**src/rtl/qslerp_pkg.sv**
```systemverilog
// ----------------------------------------------------------------------------
// qslerp_pkg
// Shared constants, sideband type and helpers of the quaternion slerp pipeline.
// ----------------------------------------------------------------------------
`default_nettype none

package qslerp_pkg;

  localparam int COMP_BITS    = 16;
  localparam int CORDIC_STEPS = 16;
  localparam int BLEND_W      = 15;
  localparam int FRAC_BITS    = 14;
  localparam int MARGIN_W     = 20;
  localparam int ANG_W        = 32;
  localparam int DOT_W        = 34;
  localparam int RAD_W        = 57;
  localparam int ROOT_W       = 29;
  localparam int NUM_W        = 49;
  localparam int REM_W        = 48;
  localparam int QUO_W        = 16;
  localparam int ADDR_W       = 3;

  localparam logic [ADDR_W-1:0]   ADDR_MARGIN  = 3'd0;
  localparam logic [MARGIN_W-1:0] MARGIN_RESET = 20'd268;
  localparam logic [BLEND_W-1:0]  T_ONE        = 15'd16384;

  localparam logic signed [ANG_W-1:0] PI_Q28      = 32'sd843314857;
  localparam logic signed [ANG_W-1:0] HALF_PI_Q28 = 32'sd421657428;
  localparam logic signed [ANG_W-1:0] GAIN_Q28    = 32'sd163008219;

  typedef struct packed {
    logic [3:0][COMP_BITS-1:0] f;
    logic [3:0][COMP_BITS-1:0] g;
    logic [3:0][COMP_BITS-1:0] lin;
    logic                      lin_flag;
    logic [BLEND_W-1:0]        blend;
    logic [ANG_W-1:0]          c;
    logic [ROOT_W-1:0]         s;
    logic [3:0]                neg;
    logic [3:0]                ovf;
  } side_t;

  // arctangent of 2^-step in Q.28
  function automatic logic signed [ANG_W-1:0] atan_q28(input int step);
    logic signed [ANG_W-1:0] a;
    case (step)
      0:       a = 32'sd210828714;
      1:       a = 32'sd124459457;
      2:       a = 32'sd65760959;
      3:       a = 32'sd33381290;
      4:       a = 32'sd16755422;
      5:       a = 32'sd8385879;
      6:       a = 32'sd4193963;
      7:       a = 32'sd2097109;
      8:       a = 32'sd1048571;
      9:       a = 32'sd524287;
      default: a = (step > 28) ? '0 : $signed(32'h1000_0000 >> step);
    endcase
    return a;
  endfunction

  function automatic logic [COMP_BITS-1:0] sat_comp(input logic signed [35:0] v);
    logic [COMP_BITS-1:0] r;
    if (v > 36'sd32767) r = 16'h7fff;
    else if (v < -36'sd32768) r = 16'h8000;
    else r = v[COMP_BITS-1:0];
    return r;
  endfunction

endpackage

`default_nettype wire

```
**src/rtl/qslerp_div_cell.sv**
```systemverilog
// ----------------------------------------------------------------------------
// qslerp_div_cell
// One quotient bit of the restoring divide, four components side by side.
// ----------------------------------------------------------------------------
`default_nettype none

module qslerp_div_cell #(
  parameter int BIT = 0
) (
  input  wire                                     clk,
  input  wire                                     en,
  input  wire  [3:0][qslerp_pkg::REM_W-1:0]       rem_i,
  input  wire  [3:0][qslerp_pkg::QUO_W-1:0]       q_i,
  input  wire  qslerp_pkg::side_t                 side_i,
  output logic [3:0][qslerp_pkg::REM_W-1:0]       rem_o,
  output logic [3:0][qslerp_pkg::QUO_W-1:0]       q_o,
  output qslerp_pkg::side_t                       side_o
);

  logic [qslerp_pkg::REM_W-1:0]       dsh;
  logic [3:0][qslerp_pkg::REM_W-1:0]  rem_nxt, rem_r;
  logic [3:0][qslerp_pkg::QUO_W-1:0]  q_nxt, q_r;
  qslerp_pkg::side_t                  side_r;

  always_comb begin
    dsh     = qslerp_pkg::REM_W'(side_i.s) << BIT;
    rem_nxt = rem_i;
    q_nxt   = q_i;
    for (int k = 0; k < 4; k++) begin
      if (rem_i[k] >= dsh) begin
        rem_nxt[k]    = rem_i[k] - dsh;
        q_nxt[k][BIT] = 1'b1;
      end
    end
  end

  always_ff @(posedge clk) begin
    if (en) begin
      rem_r  <= rem_nxt;
      q_r    <= q_nxt;
      side_r <= side_i;
    end
  end

  assign rem_o  = rem_r;
  assign q_o    = q_r;
  assign side_o = side_r;

endmodule

`default_nettype wire

```
**config.mk**
```make
export PLATFORM = sky130hd
export DESIGN_NAME = qslerp_div_cell
export DESIGN_NICKNAME = d
export VERILOG_FILES = /design/src/rtl/qslerp_pkg.sv /design/src/rtl/qslerp_div_cell.sv
export SDC_FILE = /design/constraint.sdc
export NUM_CORES = 1
export LEC_CHECK = 0
export ABC_AREA = 1
export BUFFER_PORTS_ARGS = -buffer_cell sky130_fd_sc_hd__buf_2
export CAP_MARGIN = 20
export CORE_AREA = 2 2 414 416
export DETAILED_ROUTE_END_ITERATION = 8
export DIE_AREA = 0 0 416 418
export SYNTH_ARGS = -nofsm -noshare
export SYNTH_HDL_FRONTEND = slang
export SYNTH_SLANG_ARGS = --single-unit
export TNS_END_PERCENT = 5
```
**constraint.sdc**
```tcl
create_clock -name clk -period 2.65 [get_ports clk]
set_input_delay 0.53 -clock clk [delete_from_list [all_inputs] [get_ports clk]]
set_output_delay 0.53 -clock clk [all_outputs]
set_load 0.005 [all_outputs]
```
==> reports/qor.yml <==
routed_wl_um: 184000
path_cells: "dlygate4sd3_1 > buf_2 > inv_1 > buf_12 > ha_1 > buf_4 > nand2_1 > nand2_1 > a21oi_2 > buf_4 > o21bai_1 > inv_1 > nand2_1 > nand2_1 > nand3b_1 > a21oi_2"
area_growth_pct: 61.2
final_core_util_pct: 29.8
status: "complete, no violations"
cp.arrival_ps: 3090
grt_max_degree: 91
p_leak_nw: 24.3
cts_max_level: 3
synth_top_family_by_area: "simple AND/OR/NAND/NOR gates"
io_pins: 1068
die_y_um: 418
grt_antenna_before_repair: 38
syn_avg_cell_area_um2: 8.33
clk_path_buf_depth: 3
netlist.area_leader.share_pct: 51.3
yosysMostFrequentCell: "nand2_1"
clock-sinks: 533
vias: 33600
synth_edf_count: 533
seqCellArea_um2: 16000
yosys-mux-area-fraction_pct: 0
clk_pin_slew_ps: 60
placed_cell_area_um2: 44800
met1_length_um: 69300
vdd_ir_drop_max_uv: 371
avgViaCountPerCell: 4.15
seq_area_frac_synth_pct: 51.3
synthXorXnorAreaFrac_pct: 1.99
met3_length_um: 8010
cts_tree: "yes"
numPortBuffers: 1067
post-place-ws_ps: -384
synth_common_cells: "nand2_1, inv_1, edfxtp_1, nor2_1, nand3_1"
synth-async-reset-ratio_pct: 0
multi_input_area_um2: 12700
drive_gt1_share_pct: 35.0
final_antenna_net_count: 0
slowest_delay_ps: 540
worst_slack_ps: 48.2
initial_core_util_pct: 18.5
rows: 151
synthTopCellsByArea: "edfxtp_1, nand2_1, inv_1"
grt_usage_pct: 20.4
slowest_stage: "dlygate4sd3_1"
drc: 0
crit_buf_inv: 7
holdWs_ps: 70.2
final_max_slew_viol_count: 0
top_layer: "met5"
fin_cells: 8103
path_delay_family: "buffers and inverters"
min_period_ps: 2600
syn-num-nets: 4403
grt_pass1_vias: 33100
gp_congestion: 0.978
fillerInstances: 18000
syn_inst: 3748
cts_made_buffers: 69
die_w_um: 416
yosysWarnings: 0
worstSetupPathType: "in2reg"
hold_path.class: "in2reg"
synthFlopType: "edfxtp_1"
coreArea_um2: 169000
synth_compound_area_share_pct: 4.81
placed_cells: 7681
dr_wl_met2_um: 94200
cts_root_buf: "clkbuf_16"
hold_violations: 0
min_from: "side_i[13]"
num-nets-final: 6482
worst_pin_slew_ps: 629
grt_pass1_wl_um: 248000
slew_headroom_pct: 57.7
crit_path_start: "side_i[16]"
drt_first_iter_violations: 2489
hpwl_um: 156000
cp_max_fo: 4
p_per_area_nw_per_um2: 548
path_common_cell: "nand2_1"
wl_per_cell_um: 22.8
setup-violations-final: 0
ys_types: 39
yosys.area_share.simple_pct: 28.3
grt_overflow: 0
rsz0062_at_grt: "true"
timing.fmax_ghz: 0.384
firstDrtPassIters: 5
cp_data_required_time_ps: 3130
worst_setup_path_start_kind: "input pin"
end_kind: "register"
netlist_area_um2: 31200
synth_area_leader_cell: "edfxtp_1"
fin_crit_sh_pct: 98.2
design_area_um2: 50300
synth_fa_ha_area_share_pct: 4.91
ys_seq_elements: 533
die_area_um2: 174000
cap_violations: 0
## power by group
part / internal (mW) / switching, mW
combinational: 3.06 / 3.96
sequential: 10.3 / 0.366
clock: 5.82 / 4.11
## state kept, by name, summed over array words and instances, names as in the netlist
name    cells
rem_o     192
q_o        64
side_o    277
## layout by cell type, fill, tap and decap left out, types with 5 or more instances in the layout
cell type | Yosys | final
clkbuf_1 | 0 | 7
o21bai_1 | 11 | 10
clkbuf_16 | 0 | 70
xnor2_1 | 56 | 55
buf_2 | 5 | 1066
buf_4 | 3 | 625
nor2_1 | 321 | 303
or2_2 | 5 | 5
clkinvlp_4 | 0 | 5
nor4_1 | 6 | 6
inv_6 | 0 | 6
nand3b_1 | 59 | 59
xor2_1 | 15 | 14
buf_12 | 0 | 53
a21oi_2 | 32 | 45
edfxtp_1 | 533 | 533
nand2_2 | 25 | 31
diode_2 | 0 | 9
dlygate4sd3_1 | 0 | 289
nand2_1 | 1354 | 1348
nand3_1 | 199 | 194
nand3_2 | 7 | 11
nor3_1 | 36 | 36
nand4_1 | 50 | 50
clkinv_1 | 0 | 8
o21ai_1 | 8 | 11
a21oi_1 | 90 | 77
and2_1 | 9 | 9
bufinv_16 | 0 | 10
clkinv_2 | 0 | 7
o21ai_2 | 34 | 34
inv_1 | 630 | 629
ha_1 | 116 | 113
inv_2 | 15 | 15
o21ai_0 | 61 | 58
nor2_2 | 23 | 40
## layer usage
layer	global-route usage (%)	vias to the layer above
li1	-	16200
met1	22.2	15900
met2	36.7	1138
met3	2.88	330
met4	13.6	10
met5	0	-
## path summary, 6_finish.rpt
check                         to  cells after the start
worst max-delay path  rem_o[189]                     16
worst min-delay path  side_o[13]                      1
## cells by family after synthesis
group,Yosys count
compound gates,242
xor+xnor,71
fa+ha+maj,120
buf+inv,677
flops,533
simple gates,2105
## metrics by stage
stage	total power, mW	setup TNS (ps)
after floorplan	12.9	0
after global placement	17.4	-50050
after detailed placement	17.4	-50180
after CTS	27.8	0
after global routing	28.7	-123
final	27.6	0
## area by class of cell
class | instances | share of cell area (%)
tap | 2218 | 5.51
timing repair buffer | 2038 | 27.9
sequential | 533 | 31.8
antenna | 9 | 0.0447
multi-input combinational | 2538 | 25.2
clock inverter | 44 | 1.15
clock buffer | 76 | 3.48
inverter | 647 | 4.84
## what timing repair did
action                                  CTS  global route
hold buffers                            289             0
endpoints found under the setup margin    0           146
resized for setup                         0            59
endpoints found under the hold margin   289             0
buffers inserted                          0             3
Note: power is estimated with default switching activity, not from simulation.
