===== config.mk =====
export PLATFORM = sky130hd
export DESIGN_NAME = qslerp_rot_cell
export DESIGN_NICKNAME = d
export VERILOG_FILES = /design/src/rtl/qslerp_pkg.sv /design/src/rtl/qslerp_rot_cell.sv
export SDC_FILE = /design/constraint.sdc
export NUM_CORES = 1
export LEC_CHECK = 0
export ABC_AREA = 1
export BUFFER_PORTS_ARGS = -buffer_cell sky130_fd_sc_hd__buf_2
export CAP_MARGIN = 25
export CORE_AREA = 4 4 368 370
export DETAILED_ROUTE_END_ITERATION = 12
export DIE_AREA = 0 0 372 374
export PLACE_DENSITY = 0.51
export SYNTH_ARGS = -nofsm -noshare
export SYNTH_HDL_FRONTEND = slang
export SYNTH_SLANG_ARGS = --single-unit
export TNS_END_PERCENT = 1

===== constraint.sdc =====
create_clock -name clk -period 5.9 [get_ports clk]
set_input_delay 0.295 -clock clk [delete_from_list [all_inputs] [get_ports clk]]
set_output_delay 0.295 -clock clk [all_outputs]
set_load 0.01 [all_outputs]

===== src/rtl/qslerp_pkg.sv =====
// ----------------------------------------------------------------------------
// qslerp_pkg
// Shared constants, sideband type and helpers of the quaternion slerp pipeline.
// ----------------------------------------------------------------------------
`default_nettype none

package qslerp_pkg;

  localparam int COMP_BITS    = 16;
  localparam int CORDIC_STEPS = 16;
  localparam int BLEND_W      = 15;
  localparam int FRAC_BITS    = 14;
  localparam int MARGIN_W     = 20;
  localparam int ANG_W        = 32;
  localparam int DOT_W        = 34;
  localparam int RAD_W        = 57;
  localparam int ROOT_W       = 29;
  localparam int NUM_W        = 49;
  localparam int REM_W        = 48;
  localparam int QUO_W        = 16;
  localparam int ADDR_W       = 3;

  localparam logic [ADDR_W-1:0]   ADDR_MARGIN  = 3'd0;
  localparam logic [MARGIN_W-1:0] MARGIN_RESET = 20'd268;
  localparam logic [BLEND_W-1:0]  T_ONE        = 15'd16384;

  localparam logic signed [ANG_W-1:0] PI_Q28      = 32'sd843314857;
  localparam logic signed [ANG_W-1:0] HALF_PI_Q28 = 32'sd421657428;
  localparam logic signed [ANG_W-1:0] GAIN_Q28    = 32'sd163008219;

  typedef struct packed {
    logic [3:0][COMP_BITS-1:0] f;
    logic [3:0][COMP_BITS-1:0] g;
    logic [3:0][COMP_BITS-1:0] lin;
    logic                      lin_flag;
    logic [BLEND_W-1:0]        blend;
    logic [ANG_W-1:0]          c;
    logic [ROOT_W-1:0]         s;
    logic [3:0]                neg;
    logic [3:0]                ovf;
  } side_t;

  // arctangent of 2^-step in Q.28
  function automatic logic signed [ANG_W-1:0] atan_q28(input int step);
    logic signed [ANG_W-1:0] a;
    case (step)
      0:       a = 32'sd210828714;
      1:       a = 32'sd124459457;
      2:       a = 32'sd65760959;
      3:       a = 32'sd33381290;
      4:       a = 32'sd16755422;
      5:       a = 32'sd8385879;
      6:       a = 32'sd4193963;
      7:       a = 32'sd2097109;
      8:       a = 32'sd1048571;
      9:       a = 32'sd524287;
      default: a = (step > 28) ? '0 : $signed(32'h1000_0000 >> step);
    endcase
    return a;
  endfunction

  function automatic logic [COMP_BITS-1:0] sat_comp(input logic signed [35:0] v);
    logic [COMP_BITS-1:0] r;
    if (v > 36'sd32767) r = 16'h7fff;
    else if (v < -36'sd32768) r = 16'h8000;
    else r = v[COMP_BITS-1:0];
    return r;
  endfunction

endpackage

`default_nettype wire


===== src/rtl/qslerp_rot_cell.sv =====
// ----------------------------------------------------------------------------
// qslerp_rot_cell
// One rotation CORDIC step for the pair of partial angles.
// ----------------------------------------------------------------------------
`default_nettype none

module qslerp_rot_cell #(
  parameter int STEP = 0
) (
  input  wire                                         clk,
  input  wire                                         en,
  input  wire  [1:0][qslerp_pkg::ANG_W-1:0]           x_i,
  input  wire  [1:0][qslerp_pkg::ANG_W-1:0]           y_i,
  input  wire  [1:0][qslerp_pkg::ANG_W-1:0]           th_i,
  input  wire  qslerp_pkg::side_t                     side_i,
  output logic [1:0][qslerp_pkg::ANG_W-1:0]           x_o,
  output logic [1:0][qslerp_pkg::ANG_W-1:0]           y_o,
  output logic [1:0][qslerp_pkg::ANG_W-1:0]           th_o,
  output qslerp_pkg::side_t                           side_o
);

  localparam logic signed [qslerp_pkg::ANG_W-1:0] ATAN = qslerp_pkg::atan_q28(STEP);

  logic [1:0][qslerp_pkg::ANG_W-1:0] x_nxt, y_nxt, th_nxt, x_r, y_r, th_r;
  qslerp_pkg::side_t                 side_r;

  always_comb begin
    for (int k = 0; k < 2; k++) begin
      if (!th_i[k][qslerp_pkg::ANG_W-1]) begin
        x_nxt[k]  = $signed(x_i[k]) - ($signed(y_i[k]) >>> STEP);
        y_nxt[k]  = $signed(y_i[k]) + ($signed(x_i[k]) >>> STEP);
        th_nxt[k] = $signed(th_i[k]) - ATAN;
      end else begin
        x_nxt[k]  = $signed(x_i[k]) + ($signed(y_i[k]) >>> STEP);
        y_nxt[k]  = $signed(y_i[k]) - ($signed(x_i[k]) >>> STEP);
        th_nxt[k] = $signed(th_i[k]) + ATAN;
      end
    end
  end

  always_ff @(posedge clk) begin
    if (en) begin
      x_r    <= x_nxt;
      y_r    <= y_nxt;
      th_r   <= th_nxt;
      side_r <= side_i;
    end
  end

  assign x_o    = x_r;
  assign y_o    = y_r;
  assign th_o   = th_r;
  assign side_o = side_r;

endmodule

`default_nettype wire


==> key figures <==
Run status
  • Status: complete, no violations

Route
  • Via density: 4.537
  • Via count: 32,470
  • Post-route DRC: 0
  • DRT Wirelength: 143,400 µm
  • Post-DRT Antenna Nets: 0
  • Routed wire per std cell: 20.04 µm
  • DRT Pass-1 Iters: 6
  • Initial drt markers: 2,413

Final layout
  • Synth-to-Final Area Change: 34.85%
  • Final #Nets: 6,061
  • Sequential cell area: 14,020 µm²
  • Fillers: 14,120
  • Core Util, Final: 32.78%
  • Layout cells sized above 1: 19.65%
  • Area of the multi-input gates: 15,280 µm²

Synth
  • Synthesized cell area: 32,240 µm²
  • Syn nets: 4,857
  • Top cells by count, synth: nand2_1 (1,263), inv_1 (655), edfxtp_1 (467), nor2_1 (352), nand3_1 (336)
  • Synth warn: 0
  • Most frequent cell after synthesis: nand2_1
  • Post-synth EDFFs: 467
  • Register area share after synthesis: 43.49%
  • Area share of the largest cell type after synthesis: 43.49%
  • Post-synth ARST share: 0%
  • Synth area leader: edfxtp_1
  • Avg Inst Size Synth: 7.830 µm²
  • Yosys reg bits: 467
  • Largest cells by area after synthesis: edfxtp_1 (43%), nand2_1 (15%), ha_1 (10%), inv_1 (7.6%), nand3_1 (5.2%)
  • Predominant post-synthesis flop cell: edfxtp_1
  • Gate Count Post-Synth: 4,118
  • Distinct cells, synth: 44

Global route
  • Largest net degree at the start of global routing: 145
  • Global route overflow: 0
  • Total track usage: 19.54%
  • Vias in the first global route: 32,240
  • First-pass GRT wire length: 203,500 µm
  • Initial antenna violation count: 40

Clock tree
  • CTS tree: done
  • CTS resizes: 0
  • Clock sinks: 467
  • Clock transition at path regs: 0.06 ns
  • # H-tree levels: 2
  • Max clock buf depth: 3
  • CTS root buf: clkbuf_16
  • Total CTS buffers: 57

Worst setup path
  • Worst setup path startpoint: th_i[63]
  • Crit path capture type: flip-flop
  • Critical path required time: 6.32 ns
  • CP Class: in2reg
  • Worst EP arrival: 2.95 ns
  • Max FO, Critical Path: 57
  • Startpoint types: primary input
  • Critical Path Sink: th_o[62]$_DFFE_PP_

Place
  • Setup WS pre-CTS: 2.711 ns
  • GPL Wtd Cong: 0.9588
  • HPWL after detailed placement: 118,200 µm
  • IO Port Bufs: 939

Timing
  • Setup WS post-layout: 3.372 ns
  • Fmax achieved: 395.5 MHz
  • RSZ-0062 raised after global routing: false
  • Hold slack: 0.06479 ns
  • Worst-margin pin slew: 0.9606 ns
  • Max_slew headroom: 35.96%
  • Final Critical Period: 2.528 ns
  • Final Cycle Share: 42.86%
  • Final setup viols: 0
  • Hold Vio Cnt, Final: 0
  • Slew Limit Fails: 0
  • Total negative slack: 0 ns

Flow run
  • Max-cap check violation count: 0

Hold path
  • Hold Path Class: in2reg
  • Hold Crit Start: th_i[33]
  • Worst hold path depth: 2

Power and ir drop
  • VDD IR-drop max: 0.2427 mV
  • Power per cell area: 248.5 nW/µm²
  • LEAKAGE: 21.29 nW

Floorplanning
  • Rows: 134
  • Chip Height: 374 µm
  • Chip width: 372 µm
  • Initial Utilization: 24.31%
  • Io pins: 940
  • DIE AREA: 139,100 µm²
  • Std-Cell Core Area: 132,600 µm²
worst min path at each step:
stage	end	slack [ns]
after floorplan	side_o[0]$_DFFE_PP_	0.39
after global placement	side_o[119]$_DFFE_PP_	0.47
after detailed placement	side_o[156]$_DFFE_PP_	0.47
after CTS	y_o[0]$_DFFE_PP_	0.01
after global routing	y_o[0]$_DFFE_PP_	0.04
final	th_o[33]$_DFFE_PP_	0.06
layer usage:
metal,vias up,GRT usage (%),part of all wire (%)
met1,15160,22.07,39
li1,15810,-,-
met2,1223,35.09,49
met4,14,8.920,5.2
met5,-,0,0.054
met3,263,4.013,7.0
sequential cells by signal, indices dropped and copies added (netlist names):
signal and count:
side_o 277, th_o 64, y_o 63, x_o 63
worst max-delay path: stages:
cell and delay, ns:
buf_2 0.11, inv_2 0.32, buf_4 0.63, ha_1 0.29, nand2_1 0.12, o21ai_0 0.31, nor2_1 0.12, o21ai_1 0.38
nand3_1 0.16, nand3_1 0.10, nand2_1 0.05
cells by family after synthesis:
| group | synth area share, % |
|---|---|
| DFF | 43.49 |
| and+or+nand+nor | 26.40 |
| buffers and inverters | 9.115 |
| xor gates and xnor gates | 2.390 |
| adders and majority gates | 10.54 |
| muxes | 0.09314 |
| AOI/OAI and AO/OA | 7.971 |
cells in the final DEF, fill, tap and decap left out, drive strengths merged, types with 5 or more instances in the layout:
cell,n
or2,5
edfxtp,467
inv,666
nand2,1266
clkbuf,70
xnor2,14
o21bai,36
buf,948
clkinv,21
ha,262
nor2,357
fa,6
a21o,6
a21boi,6
nand3b,5
diode,20
xor2,74
a21oi,221
o211ai,6
o21ai,161
o21a,10
nor3,34
dlygate4sd3,281
nand3,337
o22ai,16
a31oi,10
and2,10
nand4,56
through the flow:
stage / total power, mW / cells / cell area [µm²]
2_1_floorplan: 5.841 / 4118 / 32240
5_1_grt: 11.36 / 7145 / 43450
3_5_place_dp: 7.203 / 6750 / 38800
6_report: 10.80 / 7157 / 43480
4_1_cts: 10.94 / 7137 / 43430
3_3_place_gp: 7.208 / 6750 / 38800
what timing repair did:
| item | 4_1_cts | 5_1_grt |
|---|---|---|
| endpoints found under the hold margin | 281 | 0 |
| hold buffers | 281 | 0 |
| buffers inserted | 0 | 0 |
area by class of cell:
cell class | instances | share of cell area (%)
Inverter | 659 | 5.689
Tap cell | 1768 | 5.088
Sequential cell | 467 | 32.25
Multi-Input combinational cell | 2908 | 35.15
Clock inverter | 36 | 0.7741
Antenna cell | 20 | 0.1151
Clock buffer | 70 | 3.393
Timing Repair Buffer | 1229 | 17.54
power by group:
part	leakage (nW)	switching [mW]	internal [mW]	total, mW
clock	0.876	1.52	1.97	3.49
combinational	15.8	2.01	1.05	3.06
sequential	4.57	0.155	4.10	4.25
(Power assumes the default switching activity.)
