$ cat src/rtl/qslerp_pkg.sv
// ----------------------------------------------------------------------------
// qslerp_pkg
// Shared constants, sideband type and helpers of the quaternion slerp pipeline.
// ----------------------------------------------------------------------------
`default_nettype none

package qslerp_pkg;

  localparam int COMP_BITS    = 16;
  localparam int CORDIC_STEPS = 16;
  localparam int BLEND_W      = 15;
  localparam int FRAC_BITS    = 14;
  localparam int MARGIN_W     = 20;
  localparam int ANG_W        = 32;
  localparam int DOT_W        = 34;
  localparam int RAD_W        = 57;
  localparam int ROOT_W       = 29;
  localparam int NUM_W        = 49;
  localparam int REM_W        = 48;
  localparam int QUO_W        = 16;
  localparam int ADDR_W       = 3;

  localparam logic [ADDR_W-1:0]   ADDR_MARGIN  = 3'd0;
  localparam logic [MARGIN_W-1:0] MARGIN_RESET = 20'd268;
  localparam logic [BLEND_W-1:0]  T_ONE        = 15'd16384;

  localparam logic signed [ANG_W-1:0] PI_Q28      = 32'sd843314857;
  localparam logic signed [ANG_W-1:0] HALF_PI_Q28 = 32'sd421657428;
  localparam logic signed [ANG_W-1:0] GAIN_Q28    = 32'sd163008219;

  typedef struct packed {
    logic [3:0][COMP_BITS-1:0] f;
    logic [3:0][COMP_BITS-1:0] g;
    logic [3:0][COMP_BITS-1:0] lin;
    logic                      lin_flag;
    logic [BLEND_W-1:0]        blend;
    logic [ANG_W-1:0]          c;
    logic [ROOT_W-1:0]         s;
    logic [3:0]                neg;
    logic [3:0]                ovf;
  } side_t;

  // arctangent of 2^-step in Q.28
  function automatic logic signed [ANG_W-1:0] atan_q28(input int step);
    logic signed [ANG_W-1:0] a;
    case (step)
      0:       a = 32'sd210828714;
      1:       a = 32'sd124459457;
      2:       a = 32'sd65760959;
      3:       a = 32'sd33381290;
      4:       a = 32'sd16755422;
      5:       a = 32'sd8385879;
      6:       a = 32'sd4193963;
      7:       a = 32'sd2097109;
      8:       a = 32'sd1048571;
      9:       a = 32'sd524287;
      default: a = (step > 28) ? '0 : $signed(32'h1000_0000 >> step);
    endcase
    return a;
  endfunction

  function automatic logic [COMP_BITS-1:0] sat_comp(input logic signed [35:0] v);
    logic [COMP_BITS-1:0] r;
    if (v > 36'sd32767) r = 16'h7fff;
    else if (v < -36'sd32768) r = 16'h8000;
    else r = v[COMP_BITS-1:0];
    return r;
  endfunction

endpackage

`default_nettype wire

$ cat src/rtl/qslerp_sqrt_cell.sv
// ----------------------------------------------------------------------------
// qslerp_sqrt_cell
// One result bit of the pipelined integer square root.
// ----------------------------------------------------------------------------
`default_nettype none

module qslerp_sqrt_cell #(
  parameter int BIT = 0
) (
  input  wire                                    clk,
  input  wire                                    en,
  input  wire  [qslerp_pkg::RAD_W-1:0]           rad_i,
  input  wire  [qslerp_pkg::ROOT_W-1:0]          root_i,
  input  wire  qslerp_pkg::side_t                side_i,
  output logic [qslerp_pkg::RAD_W-1:0]           rad_o,
  output logic [qslerp_pkg::ROOT_W-1:0]          root_o,
  output qslerp_pkg::side_t                      side_o
);

  logic [59:0]                         trial;
  logic [qslerp_pkg::RAD_W-1:0]        rad_nxt, rad_r;
  logic [qslerp_pkg::ROOT_W-1:0]       root_nxt, root_r;
  qslerp_pkg::side_t                   side_r;

  always_comb begin
    trial    = (60'(root_i) << (BIT + 1)) + (60'd1 << (2 * BIT));
    rad_nxt  = rad_i;
    root_nxt = root_i;
    if (60'(rad_i) >= trial) begin
      rad_nxt       = rad_i - trial[qslerp_pkg::RAD_W-1:0];
      root_nxt[BIT] = 1'b1;
    end
  end

  always_ff @(posedge clk) begin
    if (en) begin
      rad_r  <= rad_nxt;
      root_r <= root_nxt;
      side_r <= side_i;
    end
  end

  assign rad_o  = rad_r;
  assign root_o = root_r;
  assign side_o = side_r;

endmodule

`default_nettype wire

$ cat config.mk
export PLATFORM = sky130hd
export DESIGN_NAME = qslerp_sqrt_cell
export DESIGN_NICKNAME = d
export VERILOG_FILES = /design/src/rtl/qslerp_pkg.sv /design/src/rtl/qslerp_sqrt_cell.sv
export SDC_FILE = /design/constraint.sdc
export NUM_CORES = 1
export LEC_CHECK = 0
export BUFFER_PORTS_ARGS = -buffer_cell sky130_fd_sc_hd__buf_2
export CORE_AREA = 3 3 282 284
export CTS_CLUSTER_DIAMETER = 50
export DETAILED_ROUTE_END_ITERATION = 10
export DIE_AREA = 0 0 285 287
export PLACE_DENSITY = 0.38
export SETUP_SLACK_MARGIN = 0.2
export SLEW_MARGIN = 20
export SYNTH_ARGS = -nofsm -noshare
export SYNTH_HDL_FRONTEND = slang
export SYNTH_SLANG_ARGS = --single-unit
export TNS_END_PERCENT = 1
$ cat constraint.sdc
create_clock -name clk -period 2.75 [get_ports clk]
set_input_delay 0.4125 -clock clk [delete_from_list [all_inputs] [get_ports clk]]
set_output_delay 0.4125 -clock clk [all_outputs]
set_load 0.05 [all_outputs]
==> impl_metrics.py, run 1 <==
metrics = {
    "worst_hold_path": {
        "worstHoldPathType": "primary input to flip-flop",
    },
    "detailed_routing": {
        "wire_per_inst_um": 21.1,
        "detail-route-antenna-nets": 0,
        "drc": 0,
        "num_vias": 12300,
        "post_drt_via_cell_ratio": 3.84,
        "drt-pass1-iter-count": 5,
        "wl_um": 67300,
        "drtIter0Drc": 585,
    },
    "synth": {
        "synthTopCellsByArea": "edfxtp_1 (79%), ha_1 (2.7%), xor2_1 (2.1%), nand2_1 (1.8%), o21ai_0 (1.7%)",
        "postSynthCellCount": 815,
        "netlist.area_leader.share_pct": 78.9,
        "syn_nets": 1211,
        "netlist_area_um2": 13800,
        "synth_ff_type": "edfxtp_1",
        "synth_largest_area_cell": "edfxtp_1",
        "yosysWarnings": 0,
        "synth_seq_cells": 363,
        "async_flop_share_pct": 0,
        "seq_area_frac_synth_pct": 78.9,
        "syn_avg_cell_area_um2": 16.9,
        "synth_edf_count": 363,
        "synth_cell_types": 55,
    },
    "global_route": {
        "grt_pass1_vias": 12700,
        "antenna_found_initial": 16,
        "grt_usage_pct": 15.4,
        "grt_pass1_wl_um": 91200,
        "grt-ovfl-total": 0,
        "grt_max_degree": 59,
    },
    "final_layout": {
        "drive_above_1_share_pct": 50.7,
        "fin_nets": 2488,
        "synthToLayoutAreaGrowth_pct": 86.2,
        "regArea_um2": 10900,
        "nFillCells": 7823,
        "fin_cells": 3191,
        "multi_input_area_um2": 2990,
    },
    "placement": {
        "io_buffers": 727,
        "hpwl_um": 52300,
        "dp.cells": 2754,
        "gp_congestion": 0.842,
    },
    "sta": {
        "slew_headroom_pct": 60.7,
        "hold_violations": 0,
        "max_slew.worst_pin.slew_ns": 0.589,
        "fmax_ghz": 0.385,
        "fin_crit_sh_pct": 94.5,
        "slew_violations": 0,
        "grt_setup_unrepaired": "true",
        "tns_ns": 0,
        "fin_crit_ns": 2.60,
        "final-setup-viol-count": 0,
    },
    "worst_setup_path": {
        "end_kind": "flip-flop",
        "cp-start-kind": "primary input",
        "crit_start": "root_i[28]",
        "critPathSlowestCell": "a2111oi_4",
        "crit_top_cell": "buf_12",
        "crit_path_cell_trace": "buf_2 > inv_1 > ha_2 > or2_2 > a2111oi_4 > nand4_1 > a31oi_4 > nand2_2 > o21ai_4 > buf_12 > buf_12 > clkbuf_16 > nor4b_4 > xor2_1",
        "cp.required_ns": 3.08,
        "cpLargestDelayFamily": "compound AO/OA/AOI/OAI gates",
        "cp-endpoint": "rad_o[42]$_DFFE_PP_",
        "worst_ep_arrival_time_ns": 2.93,
        "cp_slowest_stage_delay_ns": 0.38,
        "crit_cells": 14,
        "cp_max_fo": 11,
        "worstSetupPathType": "primary input to flip-flop",
        "cp_num_buf_inv": 5,
    },
    "pwr": {
        "seq_power_share_pct": 37.4,
        "p_int_mw": 12.4,
        "power_mw": 18.1,
        "p_leak_nw": 10.9,
        "p_switching_mw": 5.79,
        "power_density_nw_per_um2": 706,
        "comb_power_share_pct": 22.0,
        "swShare_pct": 31.9,
        "clockPowerShare_pct": 40.5,
        "peakVddDrop_mv": 0.412,
    },
    "floorplanning": {
        "die_w_um": 285,
        "core_area_um2": 77300,
        "dieArea_um2": 81800,
        "rows": 102,
        "die_h_um": 287,
        "start_util_pct": 17.9,
        "ios": 728,
    },
    "run_status": {
        "status": "complete, no violations",
    },
    "clock_tree": {
        "clk_pin_slew_ns": 0.05,
        "cts_sinks": 363,
        "cts_buffers": 58,
        "cts_tree": "yes",
        "cts_max_level": 2,
        "cts_root_buf": "clkbuf_16",
        "clk_path_buf_depth": 3,
    },
    "flow_run": {
        "maxCapViolations": 0,
    },
}
==> power groups by stage <==
stage | registers [mW] | logic (mW) | clock network [mW]
after CTS | 6.80 | 4.03 | 7.58
final | 6.79 | 4.00 | 7.36
after detailed placement | 6.90 | 3.59 | 0
after floorplan | 8.57 | 0.419 | 0
after global placement | 6.90 | 3.59 | 0
after global routing | 6.83 | 4.19 | 7.80
==> area by class of cell <==
type                       instances  area share, %
sequential                       363           42.4
timing repair buffer            1237           32.7
multi-input combinational        399           11.6
clock buffer                      65           5.83
tap                             1040           5.06
clock inverter                    44           1.75
inverter                          33          0.492
antenna                           10         0.0973
==> Yosys cell counts, drive strengths merged (4+ instances only) <==
master / n
a211oi: 5
a21boi: 4
a21o: 13
a21oi: 29
a31oi: 5
and3: 5
and4: 4
buf: 8
clkbuf: 13
edfxtp: 363
ha: 30
inv: 33
nand2: 68
nand2b: 6
nand3: 10
nand4: 8
nor2: 24
nor3: 12
nor4: 11
nor4b: 8
o21ai: 48
o21bai: 5
o31ai: 4
or3: 9
or4: 4
xnor2: 22
xor2: 33
==> sequential cells by signal (all words and copies together) (netlist names) <==
name / flops
root_o: 29
side_o: 277
rad_o: 57
==> per-layer routing <==
| layer | wire length (um) | global-route usage [%] |
|---|---|---|
| met5 | 38 | 0 |
| met4 | 2970 | 6.27 |
| met3 | 4370 | 3.60 |
| met2 | 33600 | 26.8 |
| met1 | 26300 | 18.2 |
==> logic make-up after synthesis <==
kind of cell / Yosys count / share of synthesized area (%)
AOI/OAI and AO/OA: 125 / 5.73
xor gates and xnor gates: 55 / 3.49
adders and majority gates: 31 / 2.86
buffers and inverters: 54 / 1.72
DFF: 363 / 78.9
muxes: 1 / 0.0816
and+or+nand+nor: 186 / 7.17
==> how the worst min path moves through the flow <==
stage          cells after the start                     to         from  slack [ns]
6_report                           1   root_o[18]$_DFFE_PP_   root_i[18]        0.05
5_1_grt                            1   root_o[18]$_DFFE_PP_   root_i[18]        0.02
4_1_cts                            1   root_o[18]$_DFFE_PP_   root_i[18]       0.009
3_5_place_dp                       1   side_o[64]$_DFFE_PP_   side_i[64]        0.59
3_3_place_gp                       1  side_o[240]$_DFFE_PP_  side_i[240]        0.59
2_1_floorplan                      0   root_o[10]$_DFFE_PP_   root_i[10]        0.51
==> repair_timing <==
item                                    4_1_cts  5_1_grt
hold buffers                                299        0
endpoints found under the hold margin       299        0
cloned                                        1        3
buffers inserted                              4       11
pin swaps                                    12       12
endpoints found under the setup margin       58       48
gates resized for setup                      31       26
==> cell usage in the layout (no fill, tap or decap), drive strengths merged, types with 18 or more instances in the layout <==
cell / netlist / layout
edfxtp: 363 / 363
xor2: 33 / 33
xnor2: 22 / 22
nor2: 24 / 24
clkinv: 0 / 18
ha: 30 / 30
buf: 8 / 933
inv: 33 / 47
nand2: 68 / 68
a21oi: 29 / 29
o21ai: 48 / 48
clkbuf: 13 / 70
dlygate4sd3: 0 / 299
==> per-stage QoR <==
step | instance area [um^2] | worst slack [ns] | util (%) | hold slack (ns)
6_report | 25700 | 0.151 | 33.2 | 0.0543
3_3_place_gp | 20200 | -0.971 | 26.1 | 0.590
4_1_cts | 25400 | 0.162 | 32.8 | 0.00923
3_5_place_dp | 20200 | -1.02 | 26.1 | 0.591
5_1_grt | 25700 | 0.0671 | 33.2 | 0.0206
2_1_floorplan | 13900 | -0.134 | - | 0.511
Note: power is estimated with default switching activity, not from simulation.
==> run 2: changes to the inputs <==
- BUFFER_PORTS_ARGS: -buffer_cell sky130_fd_sc_hd__buf_2 -> not set
- CORE_AREA: 3 3 282 284 -> 3 3 286 288
- DIE_AREA: 0 0 285 287 -> 0 0 289 291
- DONT_BUFFER_PORTS: not set -> 1
- PLACE_DENSITY: 0.38 -> 0.3
- clock period: 2.75 -> 3.2 ns (I/O delays scaled with it)
==> run 2 against run 1 <==
Compared with the run above: sequential cell count stayed put; final area is 18% lower; first-iteration DRC count is 20% lower; sequential share of layout area is 9.3 points higher; worst setup slack better by 0.25 ns; critical path depth is 3 lower; clock power is 6.3% lower; largest cell class unchanged.
==> impl_metrics.py, run 2 (synthesized netlist as in run 1, its figures left out) <==
metrics = {
    "run_status": {
        "status": "complete, no violations",
    },
    "worst_setup_path": {
        "cp_max_fo": 27,
        "crit_path_cell_trace": "inv_1 > ha_1 > a21o_1 > a221o_1 > buf_4 > nand4b_1 > a21boi_0 > o21ba_2 > o21ai_4 > buf_4 > o21ai_0",
        "cp_num_buf_inv": 3,
        "worst_ep_arrival_time_ns": 3.09,
        "cp.required_ns": 3.49,
        "cpLargestDelayFamily": "compound AO/OA/AOI/OAI gates",
        "end_kind": "flip-flop",
        "worstSetupPathType": "primary input to flip-flop",
        "cp_slowest_stage_delay_ns": 0.41,
        "cp-start-kind": "primary input",
        "critPathSlowestCell": "a221o_1",
        "crit_top_cell": "buf_4",
    },
    "pwr": {
        "swShare_pct": 31.6,
        "clockPowerShare_pct": 44.9,
        "comb_power_share_pct": 6.4,
        "p_int_mw": 10.5,
        "p_leak_nw": 7.60,
        "p_switching_mw": 4.86,
        "power_density_nw_per_um2": 729,
        "seq_power_share_pct": 48.7,
        "peakVddDrop_mv": 0.291,
    },
    "floorplanning": {
        "start_util_pct": 17.4,
        "dieArea_um2": 84100,
        "ios": 728,
        "die_h_um": 291,
        "core_area_um2": 79100,
        "die_w_um": 289,
        "rows": 103,
    },
    "clock_tree": {
        "cts_buffers": 66,
        "clk_path_buf_depth": 3,
        "cts_setup_buffers": 0,
        "cts_max_level": 3,
        "cts_sinks": 363,
        "cts_tree": "yes",
        "clk_pin_slew_ns": 0.06,
        "cts_root_buf": "clkbuf_16",
    },
    "placement": {
        "gp_congestion": 0.781,
        "io_buffers": 0,
        "dp_slack_ns": -0.328,
        "hpwl_um": 45600,
    },
    "final_layout": {
        "final_common_cell": "edfxtp_1",
        "final_cell_mix": "edfxtp_1 (363), dlygate4sd3_1 (305), buf_4 (102)",
        "nFillCells": 8157,
        "drive_above_1_share_pct": 17.2,
        "utilization_pct": 26.7,
        "largest_reg_flops": 277,
        "fin_nets": 1667,
        "synthToLayoutAreaGrowth_pct": 52.7,
    },
    "sta": {
        "fmax_ghz": 0.357,
        "fin_crit_sh_pct": 87.5,
        "layout_setup_ws_ns": 0.400,
        "slew_headroom_pct": 45.7,
        "slew_violations": 0,
        "fin_crit_ns": 2.80,
        "hold_violations": 0,
        "max_slew.worst_pin.slew_ns": 0.815,
        "final-setup-viol-count": 0,
        "grt_setup_unrepaired": "true",
        "tns_ns": 0,
    },
    "global_route": {
        "grt_pass1_vias": 9903,
        "grt_usage_pct": 13.6,
        "antenna_found_initial": 11,
        "grt_pass1_wl_um": 79800,
        "grt_max_degree": 328,
        "grt-ovfl-total": 0,
    },
    "detailed_routing": {
        "drtIter0Drc": 466,
        "drc": 0,
        "wl_um": 60100,
        "num_vias": 9144,
        "wire_per_inst_um": 25.3,
        "detail-route-antenna-nets": 0,
        "post_drt_via_cell_ratio": 3.85,
        "drt-pass1-iter-count": 4,
    },
    "worst_hold_path": {
        "hold_depth": 0,
        "worstHoldPathType": "primary input to flip-flop",
        "holdCritStartpoint": "en",
        "hold_end": "side_o[143]$_DFFE_PP_",
    },
    "flow_run": {
        "maxCapViolations": 0,
    },
}
run 2: changes by cell type in the layout (fill, tap and decap cells not counted), moves of 7 or more:
cell / before / now
buf_4: 196 / 102
buf_2: 724 / 0
ha_4: 7 / 0
inv_6: 7 / 15
ha_1: 21 / 30
run 2: repair_timing:
action,CTS,global route
hold buffers,306,0
setup endpoints to repair,0,7
endpoints found under the hold margin,342,0
gates resized for setup,0,1
run 2: how the worst max path moves through the flow:
stage	start	to	slack (ns)	cells past startpoint
floorplan	root_i[8]	rad_o[44]$_DFFE_PP_	0.17	11
finish	root_i[2]	rad_o[5]$_DFFE_PP_	0.40	11
CTS	root_i[9]	rad_o[35]$_DFFE_PP_	0.29	13
global route	root_i[1]	rad_o[34]$_DFFE_PP_	0.17	12
detailed placement	root_i[9]	rad_o[35]$_DFFE_PP_	-0.33	13
global placement	root_i[1]	rad_o[35]$_DFFE_PP_	-0.36	13
run 2: metrics by stage:
step	cell area [um^2]	hold slack, ns	power (mW)	instances
after detailed placement	15800	0.579	8.24	1947
after global routing	21100	0.0204	16.0	2374
final	21100	0.0900	15.4	2375
after floorplan	13800	0.579	7.72	815
after CTS	21100	0.0131	15.7	2371
after global placement	15800	0.579	8.26	1947
run 2: per-layer routing:
metal | global-route usage, % | vias up | part of all wire, %
li1 | - | 4076 | -
met1 | 13.6 | 4482 | 35
met2 | 24.6 | 457 | 52
met3 | 5.36 | 115 | 8.8
met4 | 6.11 | 14 | 4.5
met5 | 0 | - | 0.15
run 2: cell type report:
type                            count  area (um^2)  area share, %
Sequential cell                   363        10900           51.7
Timing Repair Buffer              409         3860           18.3
Multi-Input combinational cell    398         2690           12.8
Clock buffer                       72         1700           8.04
Tap cell                         1050         1310           6.23
Clock inverter                     46          494           2.34
Inverter                           33          124          0.587
Antenna cell                        4         10.0         0.0475
run 2: power groups by stage:
stage / clock [mW] / combinational [mW] / sequential, mW
after floorplan: 0 / 0.353 / 7.37
after global placement: 0 / 0.639 / 7.62
after detailed placement: 0 / 0.630 / 7.61
after CTS: 7.19 / 0.990 / 7.53
after global routing: 7.38 / 1.07 / 7.52
final: 6.90 / 0.981 / 7.49
