## config.mk

```make
export PLATFORM = sky130hd
export DESIGN_NAME = qslerp_vec_cell
export DESIGN_NICKNAME = d
export VERILOG_FILES = /design/src/rtl/qslerp_pkg.sv /design/src/rtl/qslerp_vec_cell.sv
export SDC_FILE = /design/constraint.sdc
export NUM_CORES = 1
export LEC_CHECK = 0
export BUFFER_PORTS_ARGS = -buffer_cell sky130_fd_sc_hd__buf_2
export CAP_MARGIN = 40
export CORE_AREA = 2 2 291 293
export DETAILED_ROUTE_END_ITERATION = 7
export DIE_AREA = 0 0 293 295
export PLACE_DENSITY = 0.42
export SETUP_SLACK_MARGIN = 0.5
export SYNTH_ARGS = -nofsm -noshare
export SYNTH_HDL_FRONTEND = slang
export SYNTH_SLANG_ARGS = --single-unit
```

## constraint.sdc

```tcl
create_clock -name clk -period 3.85 [get_ports clk]
set_input_delay 0 -clock clk [delete_from_list [all_inputs] [get_ports clk]]
set_output_delay 0 -clock clk [all_outputs]
set_load 0.01 [all_outputs]
```

## src/rtl/qslerp_pkg.sv

```systemverilog
// ----------------------------------------------------------------------------
// qslerp_pkg
// Shared constants, sideband type and helpers of the quaternion slerp pipeline.
// ----------------------------------------------------------------------------
`default_nettype none

package qslerp_pkg;

  localparam int COMP_BITS    = 16;
  localparam int CORDIC_STEPS = 16;
  localparam int BLEND_W      = 15;
  localparam int FRAC_BITS    = 14;
  localparam int MARGIN_W     = 20;
  localparam int ANG_W        = 32;
  localparam int DOT_W        = 34;
  localparam int RAD_W        = 57;
  localparam int ROOT_W       = 29;
  localparam int NUM_W        = 49;
  localparam int REM_W        = 48;
  localparam int QUO_W        = 16;
  localparam int ADDR_W       = 3;

  localparam logic [ADDR_W-1:0]   ADDR_MARGIN  = 3'd0;
  localparam logic [MARGIN_W-1:0] MARGIN_RESET = 20'd268;
  localparam logic [BLEND_W-1:0]  T_ONE        = 15'd16384;

  localparam logic signed [ANG_W-1:0] PI_Q28      = 32'sd843314857;
  localparam logic signed [ANG_W-1:0] HALF_PI_Q28 = 32'sd421657428;
  localparam logic signed [ANG_W-1:0] GAIN_Q28    = 32'sd163008219;

  typedef struct packed {
    logic [3:0][COMP_BITS-1:0] f;
    logic [3:0][COMP_BITS-1:0] g;
    logic [3:0][COMP_BITS-1:0] lin;
    logic                      lin_flag;
    logic [BLEND_W-1:0]        blend;
    logic [ANG_W-1:0]          c;
    logic [ROOT_W-1:0]         s;
    logic [3:0]                neg;
    logic [3:0]                ovf;
  } side_t;

  // arctangent of 2^-step in Q.28
  function automatic logic signed [ANG_W-1:0] atan_q28(input int step);
    logic signed [ANG_W-1:0] a;
    case (step)
      0:       a = 32'sd210828714;
      1:       a = 32'sd124459457;
      2:       a = 32'sd65760959;
      3:       a = 32'sd33381290;
      4:       a = 32'sd16755422;
      5:       a = 32'sd8385879;
      6:       a = 32'sd4193963;
      7:       a = 32'sd2097109;
      8:       a = 32'sd1048571;
      9:       a = 32'sd524287;
      default: a = (step > 28) ? '0 : $signed(32'h1000_0000 >> step);
    endcase
    return a;
  endfunction

  function automatic logic [COMP_BITS-1:0] sat_comp(input logic signed [35:0] v);
    logic [COMP_BITS-1:0] r;
    if (v > 36'sd32767) r = 16'h7fff;
    else if (v < -36'sd32768) r = 16'h8000;
    else r = v[COMP_BITS-1:0];
    return r;
  endfunction

endpackage

`default_nettype wire

```

## src/rtl/qslerp_vec_cell.sv

```systemverilog
// ----------------------------------------------------------------------------
// qslerp_vec_cell
// One vectoring CORDIC step: drive y toward zero, accumulate the angle.
// ----------------------------------------------------------------------------
`default_nettype none

module qslerp_vec_cell #(
  parameter int STEP = 0
) (
  input  wire                                        clk,
  input  wire                                        en,
  input  wire  signed [qslerp_pkg::ANG_W-1:0]        x_i,
  input  wire  signed [qslerp_pkg::ANG_W-1:0]        y_i,
  input  wire  signed [qslerp_pkg::ANG_W-1:0]        z_i,
  input  wire  qslerp_pkg::side_t                    side_i,
  output logic signed [qslerp_pkg::ANG_W-1:0]        x_o,
  output logic signed [qslerp_pkg::ANG_W-1:0]        y_o,
  output logic signed [qslerp_pkg::ANG_W-1:0]        z_o,
  output qslerp_pkg::side_t                          side_o
);

  localparam logic signed [qslerp_pkg::ANG_W-1:0] ATAN = qslerp_pkg::atan_q28(STEP);

  logic signed [qslerp_pkg::ANG_W-1:0] x_nxt, y_nxt, z_nxt, x_r, y_r, z_r;
  qslerp_pkg::side_t                   side_r;

  always_comb begin
    if (y_i > 0) begin
      x_nxt = x_i + (y_i >>> STEP);
      y_nxt = y_i - (x_i >>> STEP);
      z_nxt = z_i + ATAN;
    end else begin
      x_nxt = x_i - (y_i >>> STEP);
      y_nxt = y_i + (x_i >>> STEP);
      z_nxt = z_i - ATAN;
    end
  end

  always_ff @(posedge clk) begin
    if (en) begin
      x_r    <= x_nxt;
      y_r    <= y_nxt;
      z_r    <= z_nxt;
      side_r <= side_i;
    end
  end

  assign x_o    = x_r;
  assign y_o    = y_r;
  assign z_o    = z_r;
  assign side_o = side_r;

endmodule

`default_nettype wire

```

==> results.md, run 1 <==
* Pwr Density at approximately 430 nW/um^2
* Reg clk slew, reported paths at roughly 0.060 ns
* Max Clock Freq at between 300 and 400 MHz
* Routed Antenna Nets at 0
* Layout cell share with drive strength beyond 1 at 38.2%
* Tmin final at between 3 and 4 ns
* Fillers at between 8k and 9k
* P&R area growth vs syn at 58.1%
* TritonCTS Buffers at 44
* First-pass GRT wire length at 113 mm
* Worst Tran Pin Value at 0.894 ns
* DP Area at around 24,000 um^2
* Primary FF master, synth: edfxtp_1
* Yosys reg bits at 372
* Max FO, Critical Path at 8
* Wirelength, routed at ~82 mm
* CTS root buf: clkbuf_16
* Fin crit share at ~84%
* Syn avg cell area at ~13 um^2
* GP Congestion at roughly 0.9
* I/O Buffers at 747
* Yosys warning count at 0
* Core Footprint at 83,200 um^2
* Die area at between 80,000 and 90,000 um^2
* Final Max Tran Viols at 0
* Average wire per standard cell at roughly 22 um
* Unrepaired setup endpoints after global routing: true
* Async S/R FF share, synth at 0%
* CP required at 4.16 ns
* Cell count after synthesis at 1,360
* EDFF count, synth at between 300 and 400
* Maximum buffer depth of the clock tree at 3
* Peak supply drop at between 0.3 and 0.4 mV
* Data arrival, critical path at about 3.5 ns
* Leakage at ~12 nW
* Syn_nets at 1,861
* Router iterations before antenna repair at 5
* Seq/Total Area, Yosys at a little over three fifths
* Die Height at 295 um
* Largest net degree at the start of global routing at between 100 and 150
* Number of global-route vias before repair at approximately 16k
* Rows at 106
* WS Path Type: in -> reg
* Number of DRC markers in iteration 0 at 1,094
* Final Total Pwr at 12.1 mW
* Slew HR at just over 40%
* Initial Utilization at between 20% and 30%
* TritonCTS Sinks at 372
* GR Util All Layers at between 10% and 20%
* Hold Vio Cnt, Final at 0
* Final setup fails at 0
* Total gr overflow at 0
* Synth cell types at between 80 and 90
* DR vias at between 15k and 20k
* Routed vias/inst at 4.35
* Post-Layout Inst Area at between 20,000 and 30,000 um^2
* # IOs at approximately 750
* Remaining DRCs at 0
* TritonCTS clock tree: done
* Die Wd at just under 300 um
* Crit path max-delay cell type: ha_1
* Synth Cell Area at 17,900 um^2
* Setup bufs post-CTS at 0
* Startpoint Class: input pin
* Maxcap violations at 0
* Final net count at roughly 3k
* Status: completed
* CP endpoint kind: flop
* Htree depth at 2
* CP Cell Sequence: buf_2, nor3_4, buf_4, nand4_1, buf_4, nor2_2, or2_4, inv_2, buf_4, ha_1, a211oi_1, o211ai_1, a41o_1, a31o_1, a41oi_2, o2111ai_2, a21o_1, a311oi_2, xnor2_1
* Initial antenna violation count at 10
* Dpl hpwl at roughly 65 mm
* Most used cell, CP: buf_4
* Slowest stage delay, CP at just under 0.3 ns
* Worst min path class: in -> reg
cell type report:
cell class / instances / area [um^2] / area share, %
flip-flops and latches: 372 / 11200 / 39.5
multi-input cells: 838 / 6200 / 21.9
well taps: 1080 / 1350 / 4.78
clock buffers: 50 / 1140 / 4.05
inverters: 107 / 402 / 1.42
repair buffers: 1169 / 7690 / 27.2
clock inverters: 27 / 297 / 1.05
diodes: 8 / 20.0 / 0.0708
sequential cells by signal, summed over array words and instances, names as in the netlist:
register / count
side_o: 277
y_o: 31
z_o: 32
x_o: 32
report_power, final:
part           total (mW)  switching (mW)  internal (mW)
logic                2.72            1.56           1.16
registers            5.11           0.142           4.97
clock network        4.23            1.75           2.48
critical path, delay by kind of cell:
family | cells | cell delay, ns
AOI/OAI and AO/OA | 8 | 1.82
buffers and inverters | 5 | 0.74
and+or+nand+nor | 4 | 0.58
adders and majority gates | 1 | 0.29
xor gates and xnor gates | 1 | 0.09
synthesized netlist by cell type (8+ instances only):
library cell / count / area [um^2]
edfxtp_1: 372 / 11200
a21oi_1: 131 / 656
ha_1: 122 / 1530
inv_1: 104 / 390
nor2_1: 76 / 285
xnor2_1: 62 / 543
o21ai_0: 60 / 300
nand2_1: 53 / 199
a21o_1: 28 / 210
xor2_1: 27 / 236
o21bai_1: 26 / 195
clkbuf_1: 23 / 86.3
nand3_1: 22 / 110
nor2b_1: 17 / 106
nor4_1: 15 / 93.8
mux2i_1: 14 / 140
nor3_1: 13 / 65.1
a211oi_1: 12 / 90.1
nand4_1: 12 / 75.1
nand2b_1: 9 / 56.3
o211ai_1: 9 / 67.6
o21a_1: 9 / 67.6
buf_1: 8 / 30.0
through the flow:
step / setup TNS [ns] / setup slack, ns / instances / hold slack, ns / util (%)
final: 0 / 0.633 / 3651 / 0.00129 / 34.0
after global routing: 0 / 0.416 / 3649 / 0.0250 / 34.0
after CTS: 0 / 0.489 / 3643 / 0.00224 / 33.9
after detailed placement: -1.98 / -0.467 / 3271 / 0.178 / 28.6
after global placement: -1.80 / -0.380 / 3271 / 0.177 / 28.6
after floorplan: 0 / 0.536 / 1360 / 0.0989 / -
cells in the final DEF, fill, tap and decap left out, drive strengths merged, types with 6 or more instances in the layout:
cell         synthesis  routed
or2                  8       8
a211o                7       7
nor4                16      16
clkinv               2      18
o21a                 9       9
o211ai               9       9
a21oi              133     133
edfxtp             372     372
a211oi              13      13
xnor2               62      62
nor2b               17      17
o21ai               66      66
o31ai                7       7
xor2                27      27
ha                 122     122
buf                 20     874
mux2i               14      14
nand2b               9       9
o311ai               6       6
dlygate4sd3          0     295
diode                0       8
nand4               12      12
nand3               22      22
a21boi               8       8
clkbuf              23      50
o21bai              26      26
a21o                28      28
nor3                13      13
a31oi                7       7
nor2                76      76
inv                105     108
nand2               53      53
cells by family after synthesis:
family                   count (synthesis)  synth area share [%]
buffers and inverters                  150                  3.32
flip-flops                             372                  62.5
AND/OR/NAND/NOR                        250                  6.88
AO/OA/AOI/OAI                          359                  13.2
multiplexers                            14                 0.784
adder cells (fa/ha/maj)                126                  8.98
XOR/XNOR                                89                  4.36
per-layer routing:
layer | up-vias | part of all wire (%) | track usage [%]
met5 | - | 0 | 0
met4 | 0 | 6.7 | 11.2
met3 | 133 | 5.7 | 3.28
met2 | 602 | 49 | 30.8
met1 | 7726 | 39 | 20.9
li1 | 7422 | - | -
what timing repair did:
item / 4_1_cts / 5_1_grt
hold endpoints to repair: 296 / 0
pin swaps: 3 / 3
endpoints found under the setup margin: 6 / 16
gates resized for setup: 7 / 10
hold buffers: 295 / 0
worst paths after layout:
| kind | startpoint | endpoint | slack, ns | cells past startpoint |
|---|---|---|---|---|
| setup / recovery | y_i[18] | z_o[30] | 0.63 | 19 |
| hold / removal | en | side_o[164] | 0.001 | 1 |
Power figures use the tool's default switching activity.
==> run 2, diff against run 1 <==
--- a/config.mk
+++ b/config.mk
@@ -7,10 +7,10 @@
 export LEC_CHECK = 0
 export BUFFER_PORTS_ARGS = -buffer_cell sky130_fd_sc_hd__buf_2
 export CAP_MARGIN = 40
-export CORE_AREA = 2 2 291 293
+export CORE_AREA = 2 2 292 294
 export DETAILED_ROUTE_END_ITERATION = 7
-export DIE_AREA = 0 0 293 295
-export PLACE_DENSITY = 0.42
+export DIE_AREA = 0 0 294 296
+export PLACE_DENSITY = 0.4
 export SETUP_SLACK_MARGIN = 0.5
 export SYNTH_ARGS = -nofsm -noshare
 export SYNTH_HDL_FRONTEND = slang
==> constraint.sdc (replaced) <==
create_clock -name clk -period 3.3 [get_ports clk]
set_input_delay 0 -clock clk [delete_from_list [all_inputs] [get_ports clk]]
set_output_delay 0 -clock clk [all_outputs]
set_load 0.01 [all_outputs]
==> run 2 against run 1 <==
Net effect: clock-buffer cell count rose by 1; sequential power up 17%; total power rose by 19%; critical endpoint is now z_o[31]; hold slack improved by 0.038 ns; critical path type unchanged; critical path depth is the same; via count is 0.89% higher.
==> results.md, run 2 (synthesis results as in run 1) <==
* TritonCTS Sinks at 372 (unchanged)
* Layout cell share with drive strength beyond 1 at 41.0% (+2.8 points)
* Core Footprint at 84,200 um^2 (+1.3%)
* Pre-CTS WS at -0.919 ns (-0.452 ns)
* # IOs at 748 (unchanged)
* Pwr Density at 491 nW/um^2 (+15%)
* Dpl hpwl at 65.3 mm (-0.15%)
* Number of DRC markers in iteration 0 at 817 (-25%)
* Setup TNS at 0 ns (unchanged)
* I/O Buffers at 747 (unchanged)
* Rows at 107 (+0.94%)
* GP Congestion at 0.911 (+0.83%)
* CP required at 3.61 ns (-0.55 ns)
* Router iterations before antenna repair at 7 (+2)
* Worst Setup Slack, final at 0.304 ns (-0.329 ns)
* Max Clock Freq at 334 MHz
* CP endpoint kind: flop
* Worst Tran Pin Value at 0.844 ns (-0.0505 ns)
* Remaining DRCs at 0 (unchanged)
* Util after Layout at 34.6% (+0.56 points)
* Final net count at 3,089 (+1.8%)
* Slew HR at 43.8% (+3.4 points)
* Status: completed
* Fillers at 8,412 (+1.2%)
* Maxcap violations at 0 (unchanged)
* Total gr overflow at 0 (unchanged)
* CTS root buf: clkbuf_16
* Hold Path Depth at 4 (+3)
* GR Util All Layers at 17.5% (-0.45 points)
* Unrepaired setup endpoints after global routing: true
* Final Total Pwr at 14.3 mW (+19%)
* DR vias at 16.0k (+0.89%)
* Htree depth at 2 (unchanged)
* Die Height at 296 um (+0.34%)
* Wirelength, routed at 81.1 mm (-1.3%)
* Tmin final at between 2 and 3 ns
* Average wire per standard cell at 21.8 um (-3.0%)
* Slowest stage delay, CP at 0.41 ns (+0.12 ns)
* Die Wd at 294 um (+0.34%)
* TritonCTS clock tree: done
* Hold Vio Cnt, Final at 0 (unchanged)
* Routed vias/inst at 4.31 (-0.88%)
* DP Area at 24,400 um^2 (+2.7%)
* Commonest non-fill, non-tap cells in the layout: buf_2 (744), edfxtp_1 (372), dlygate4sd3_1 (295)
* CP Cell Sequence: buf_2, nor4_2, nand4_1, nor2_4, or2_4, inv_8, buf_6, fa_2, nor2b_4, o2111ai_2, a41oi_2, o2111ai_2, a21oi_2, buf_4, a221oi_2, buf_4, o21ai_4, a311oi_2, xnor2_1
* CP top delay family: compound AO/OA/AOI/OAI gates
* Data arrival, critical path at 3.31 ns (-0.22 ns)
* Crit path max-delay cell type: nor4_2
* P&R area growth vs syn at 62.7%
* Fin crit share at between 90% and 100%
* Routed Antenna Nets at 0 (unchanged)
* Leakage at 12.6 nW (+2.8%)
* Commonest non-fill, non-tap cell in the layout: buf_2
* Final Max Tran Viols at 0 (unchanged)
* WS Path Type: in -> reg
* Maximum buffer depth of the clock tree at 3 (unchanged)
* First-pass GRT wire length at 111 mm (-1.5%)
* Final setup fails at 0 (unchanged)
* Critical path depth at 19 (unchanged)
* Initial Utilization at 21.2% (-0.27 points)
* Initial antenna violation count at 6 (-4)
* Peak supply drop at 0.331 mV (+5.3%)
* Startpoint Class: input pin
* Worst min path class: in -> reg
* Largest net degree at the start of global routing at 95 (-10%)
* Post-Layout Inst Area at 29,100 um^2 (+2.9%)
* Number of global-route vias before repair at 16.4k (+0.77%)
* Buf+Inv Stages, Crit Path at 5 (unchanged)
* Reg clk slew, reported paths at 0.06 ns (about the same)
* Largest register FFs at 277 (unchanged)
* TritonCTS Buffers at 45 (+2.3%)
* Max FO, Critical Path at 6 (-2)
* Die area at 87,000 um^2 (+0.68%)
[run 2: layer usage]
metal / wire length (um) / global-route usage (%) / vias to the layer above / share of wire, %
li1: - / - / 7527 / -
met1: 31400 / 20.2 / 7760 / 39
met2: 40400 / 31.0 / 611 / 50
met3: 5560 / 4.12 / 118 / 6.9
met4: 3620 / 7.67 / 8 / 4.5
met5: 45 / 0 / - / 0.056
[run 2: through the flow]
stage	cells	hold WS (ns)
final	3716	0.0392
after global routing	3715	0.0460
after CTS	3711	0.00465
after detailed placement	3331	0.178
after global placement	3331	0.178
after floorplan	1360	0.0989
[run 2: area by class of cell]
type / instances / area, um^2 / share of cell area (%)
Tap cell: 1090 / 1360 / 4.69
Sequential cell: 372 / 11200 / 38.4
Timing Repair Buffer: 1224 / 8200 / 28.2
Clock buffer: 51 / 1150 / 3.95
Multi-Input combinational cell: 838 / 6490 / 22.3
Clock inverter: 32 / 319 / 1.10
Inverter: 107 / 409 / 1.41
Antenna cell: 2 / 5.00 / 0.0172
[run 2: worst paths after layout]
kind / to / start / slack [ns]
setup / recovery: z_o[31] / y_i[8] / 0.30
hold / removal: z_o[12] / z_i[11] / 0.04
[run 2: repair_timing]
action / CTS / global route
endpoints found under the hold margin: 323 / 0
setup endpoints to repair: 17 / 18
resized for setup: 23 / 28
pin swaps: 13 / 20
hold buffers: 295 / 0
buffers inserted: 2 / 3
[run 2: tightest hold or removal path: cells and delay by family]
kind                     cells  cell delay, ns
XOR/XNOR                     1            0.14
buffers and inverters        1            0.11
adder cells (fa/ha/maj)      1            0.13
AO/OA/AOI/OAI                1            0.04
[run 2: where the power goes]
part | total [mW] | switching [mW] | leakage [nW] | internal (mW)
Clock | 5.01 | 2.09 | 0.731 | 2.92
Combinational | 3.33 | 1.85 | 8.25 | 1.48
Sequential | 5.96 | 0.162 | 3.64 | 5.79
Total | 14.3 | 4.10 | 12.6 | 10.2
==> run 3, diff against run 2 <==
--- a/config.mk
+++ b/config.mk
@@ -7,9 +7,9 @@
 export LEC_CHECK = 0
 export BUFFER_PORTS_ARGS = -buffer_cell sky130_fd_sc_hd__buf_2
 export CAP_MARGIN = 40
-export CORE_AREA = 2 2 292 294
+export CORE_AREA = 2 2 291 293
 export DETAILED_ROUTE_END_ITERATION = 7
-export DIE_AREA = 0 0 294 296
+export DIE_AREA = 0 0 293 295
 export PLACE_DENSITY = 0.4
 export SETUP_SLACK_MARGIN = 0.5
 export SYNTH_ARGS = -nofsm -noshare
==> run 3 against run 2 <==
Net effect: clock-buffer cell count grew 6; largest cell class unchanged; critical path type unchanged; via count shrank 0.56%; hold slack lost 0.047 ns; clock power is essentially flat; largest power group unchanged; the run now ends with hold timing left.
==> results.md, run 3 (synthesis results as in run 1) <==
* P&R area growth vs syn at 64.3%
* Max FO, Critical Path at 6 (unchanged)
* Util after Layout at 35.3% (+0.77 points)
* Initial Utilization at 21.5% (+0.27 points)
* Fin cells at 3,743 (+0.73%)
* Leakage at 12.8 nW (+1.1%)
* Routed vias/inst at 4.26 (-1.3%)
* Final hold slack at -0.00774 ns (-0.0469 ns)
* Largest net degree at the start of global routing at 93 (-2.1%)
* Maxcap violations at 0 (unchanged)
* Dpl hpwl at 63.5 mm (-2.8%)
* TritonCTS Sinks at 372 (unchanged)
* Die area at 86,400 um^2 (-0.68%)
* GP Congestion at 0.837 (-8.2%)
* Data arrival, critical path at 3.20 ns (-0.11 ns)
* Number of global-route vias before repair at 16.6k (+1.2%)
* TritonCTS clock tree: done
* Core Footprint at 83,200 um^2 (-1.2%)
* Final setup fails at 0 (unchanged)
* Violated checks: hold timing
* Startpoint Class: input pin
* DR vias at 15.9k (-0.56%)
* Total gr overflow at 0 (unchanged)
* Router iterations before antenna repair at 5 (-2)
* Largest register FFs at 277 (unchanged)
* Rows at 106 (-0.93%)
* Final Total Pwr at 14.3 mW (+0.36%)
* Peak supply drop at 0.309 mV (-6.5%)
* Layout cell share with drive strength beyond 1 at 41.8% (+0.79 points)
* Placed cells at 3,342 (+0.33%)
* Commonest non-fill, non-tap cells in the layout: buf_2 (743), edfxtp_1 (372), dlygate4sd3_1 (294)
* CP required at 3.62 ns (about the same)
* Maximum buffer depth of the clock tree at 3 (unchanged)
* WS Path Type: in -> reg
* Die Wd at 293 um (-0.34%)
* I/O Buffers at 747 (unchanged)
* Unrepaired setup endpoints after global routing: true
* Reg clk slew, reported paths at 0.06 ns (about the same)
* Remaining DRCs at 0 (unchanged)
* Die Height at 295 um (-0.34%)
* First-pass GRT wire length at 111 mm (-0.48%)
* Routed Antenna Nets at 0 (unchanged)
* TritonCTS Buffers at 47 (+4.4%)
* Max Clock Freq at 347 MHz (+3.9%)
* Average wire per standard cell at 21.3 um (-2.3%)
* Tmin final at 2.88 ns (-0.113 ns)
* Worst Tran Pin Value at 0.824 ns (-0.0196 ns)
* Initial antenna violation count at 15 (+9)
* Number of DRC markers in iteration 0 at 771 (-5.6%)
* Worst min path class: in -> reg
* Wirelength, routed at 79.8 mm (-1.6%)
* Slew HR at 45.1% (+1.3 points)
* Pwr Density at 488 nW/um^2 (-0.60%)
* CTS root buf: clkbuf_16
* Status: finished with violations
* Hold Vio Cnt, Final at 3 (+3)
* GR Util All Layers at 17.4% (-0.088 points)
* Htree depth at 2 (unchanged)
* Final net count at 3,121 (+1.0%)
* Fin crit share at 87.4% (-3.4 points)
* CP endpoint kind: flop
* # IOs at 748 (unchanged)
* Commonest non-fill, non-tap cell in the layout: buf_2
* Final Max Tran Viols at 0 (unchanged)
[run 3: cell types whose count changed in the layout (fill, tap and decap cells not counted), sizes merged]
| cell | delta |
|---|---|
| diode | +5 |
| dlygate4sd3 | -1 |
| clkinvlp | +1 |
| bufinv | -1 |
| buf | +31 |
| clkbuf | +6 |
| clkinv | -4 |
[run 3: critical path: stages]
cell and delay [ns]:
buf_8 0.10, nor3_4 0.22, buf_4 0.15, nand4_1 0.10, buf_6 0.16, nor2_4 0.13
buf_6 0.10, or2_4 0.17, inv_8 0.07, buf_8 0.14, ha_4 0.22, a21oi_4 0.14
o21ai_2 0.07, or2_4 0.25, a311oi_2 0.22, a21oi_2 0.12, a221oi_2 0.31, o21ai_2 0.14
a311oi_2 0.25, xnor2_1 0.12
[run 3: where the power goes]
group          internal, mW  leakage [nW]  switching [mW]
Clock                  2.95         0.724            2.09
Sequential             5.79          3.64           0.158
Combinational          1.52          8.40            1.84
Total                  10.3          12.8            4.09
[run 3: final timing paths]
kind                      end     from  slack [ns]  depth (start not counted)
hold / removal    side_o[236]       en      -0.008                          1
setup / recovery      z_o[31]  y_i[19]        0.42                         20
[run 3: through the flow]
stage | setup slack [ns] | hold WS, ns | TNS, ns | instance area, um^2
after floorplan | 0.381 | 0.0989 | 0 | 18100
after global placement | -0.810 | 0.177 | -11.56 | 24600
after detailed placement | -0.850 | 0.178 | -12.25 | 24600
after CTS | 0.331 | 0.000678 | 0 | 29200
after global routing | 0.251 | 0.0215 | 0 | 29400
final | 0.417 | -0.00774 | 0 | 29400
[run 3: what timing repair did]
item | CTS | global route
hold buffers | 294 | 0
gates resized for setup | 33 | 33
setup endpoints to repair | 21 | 25
endpoints found under the hold margin | 293 | 0
setup buffers | 10 | 5
pin swaps | 24 | 36
[run 3: layout make-up]
type | instances | area (um^2)
Antenna cell | 7 | 17.5
Clock buffer | 57 | 1210
Clock inverter | 28 | 280
Fill cell | 8322 | 53800
Inverter | 107 | 409
Multi-Input combinational cell | 838 | 6500
Sequential cell | 372 | 11200
Tap cell | 1080 | 1350
Timing Repair Buffer | 1254 | 8440
[run 3: layer usage]
layer	GRT usage (%)	vias up	part of all wire, %	routed length (um)
li1	-	7611	-	-
met1	19.6	7646	39	30800
met2	31.7	537	51	40500
met3	4.21	129	6.6	5250
met4	6.80	12	4.0	3180
met5	0	-	0.11	84
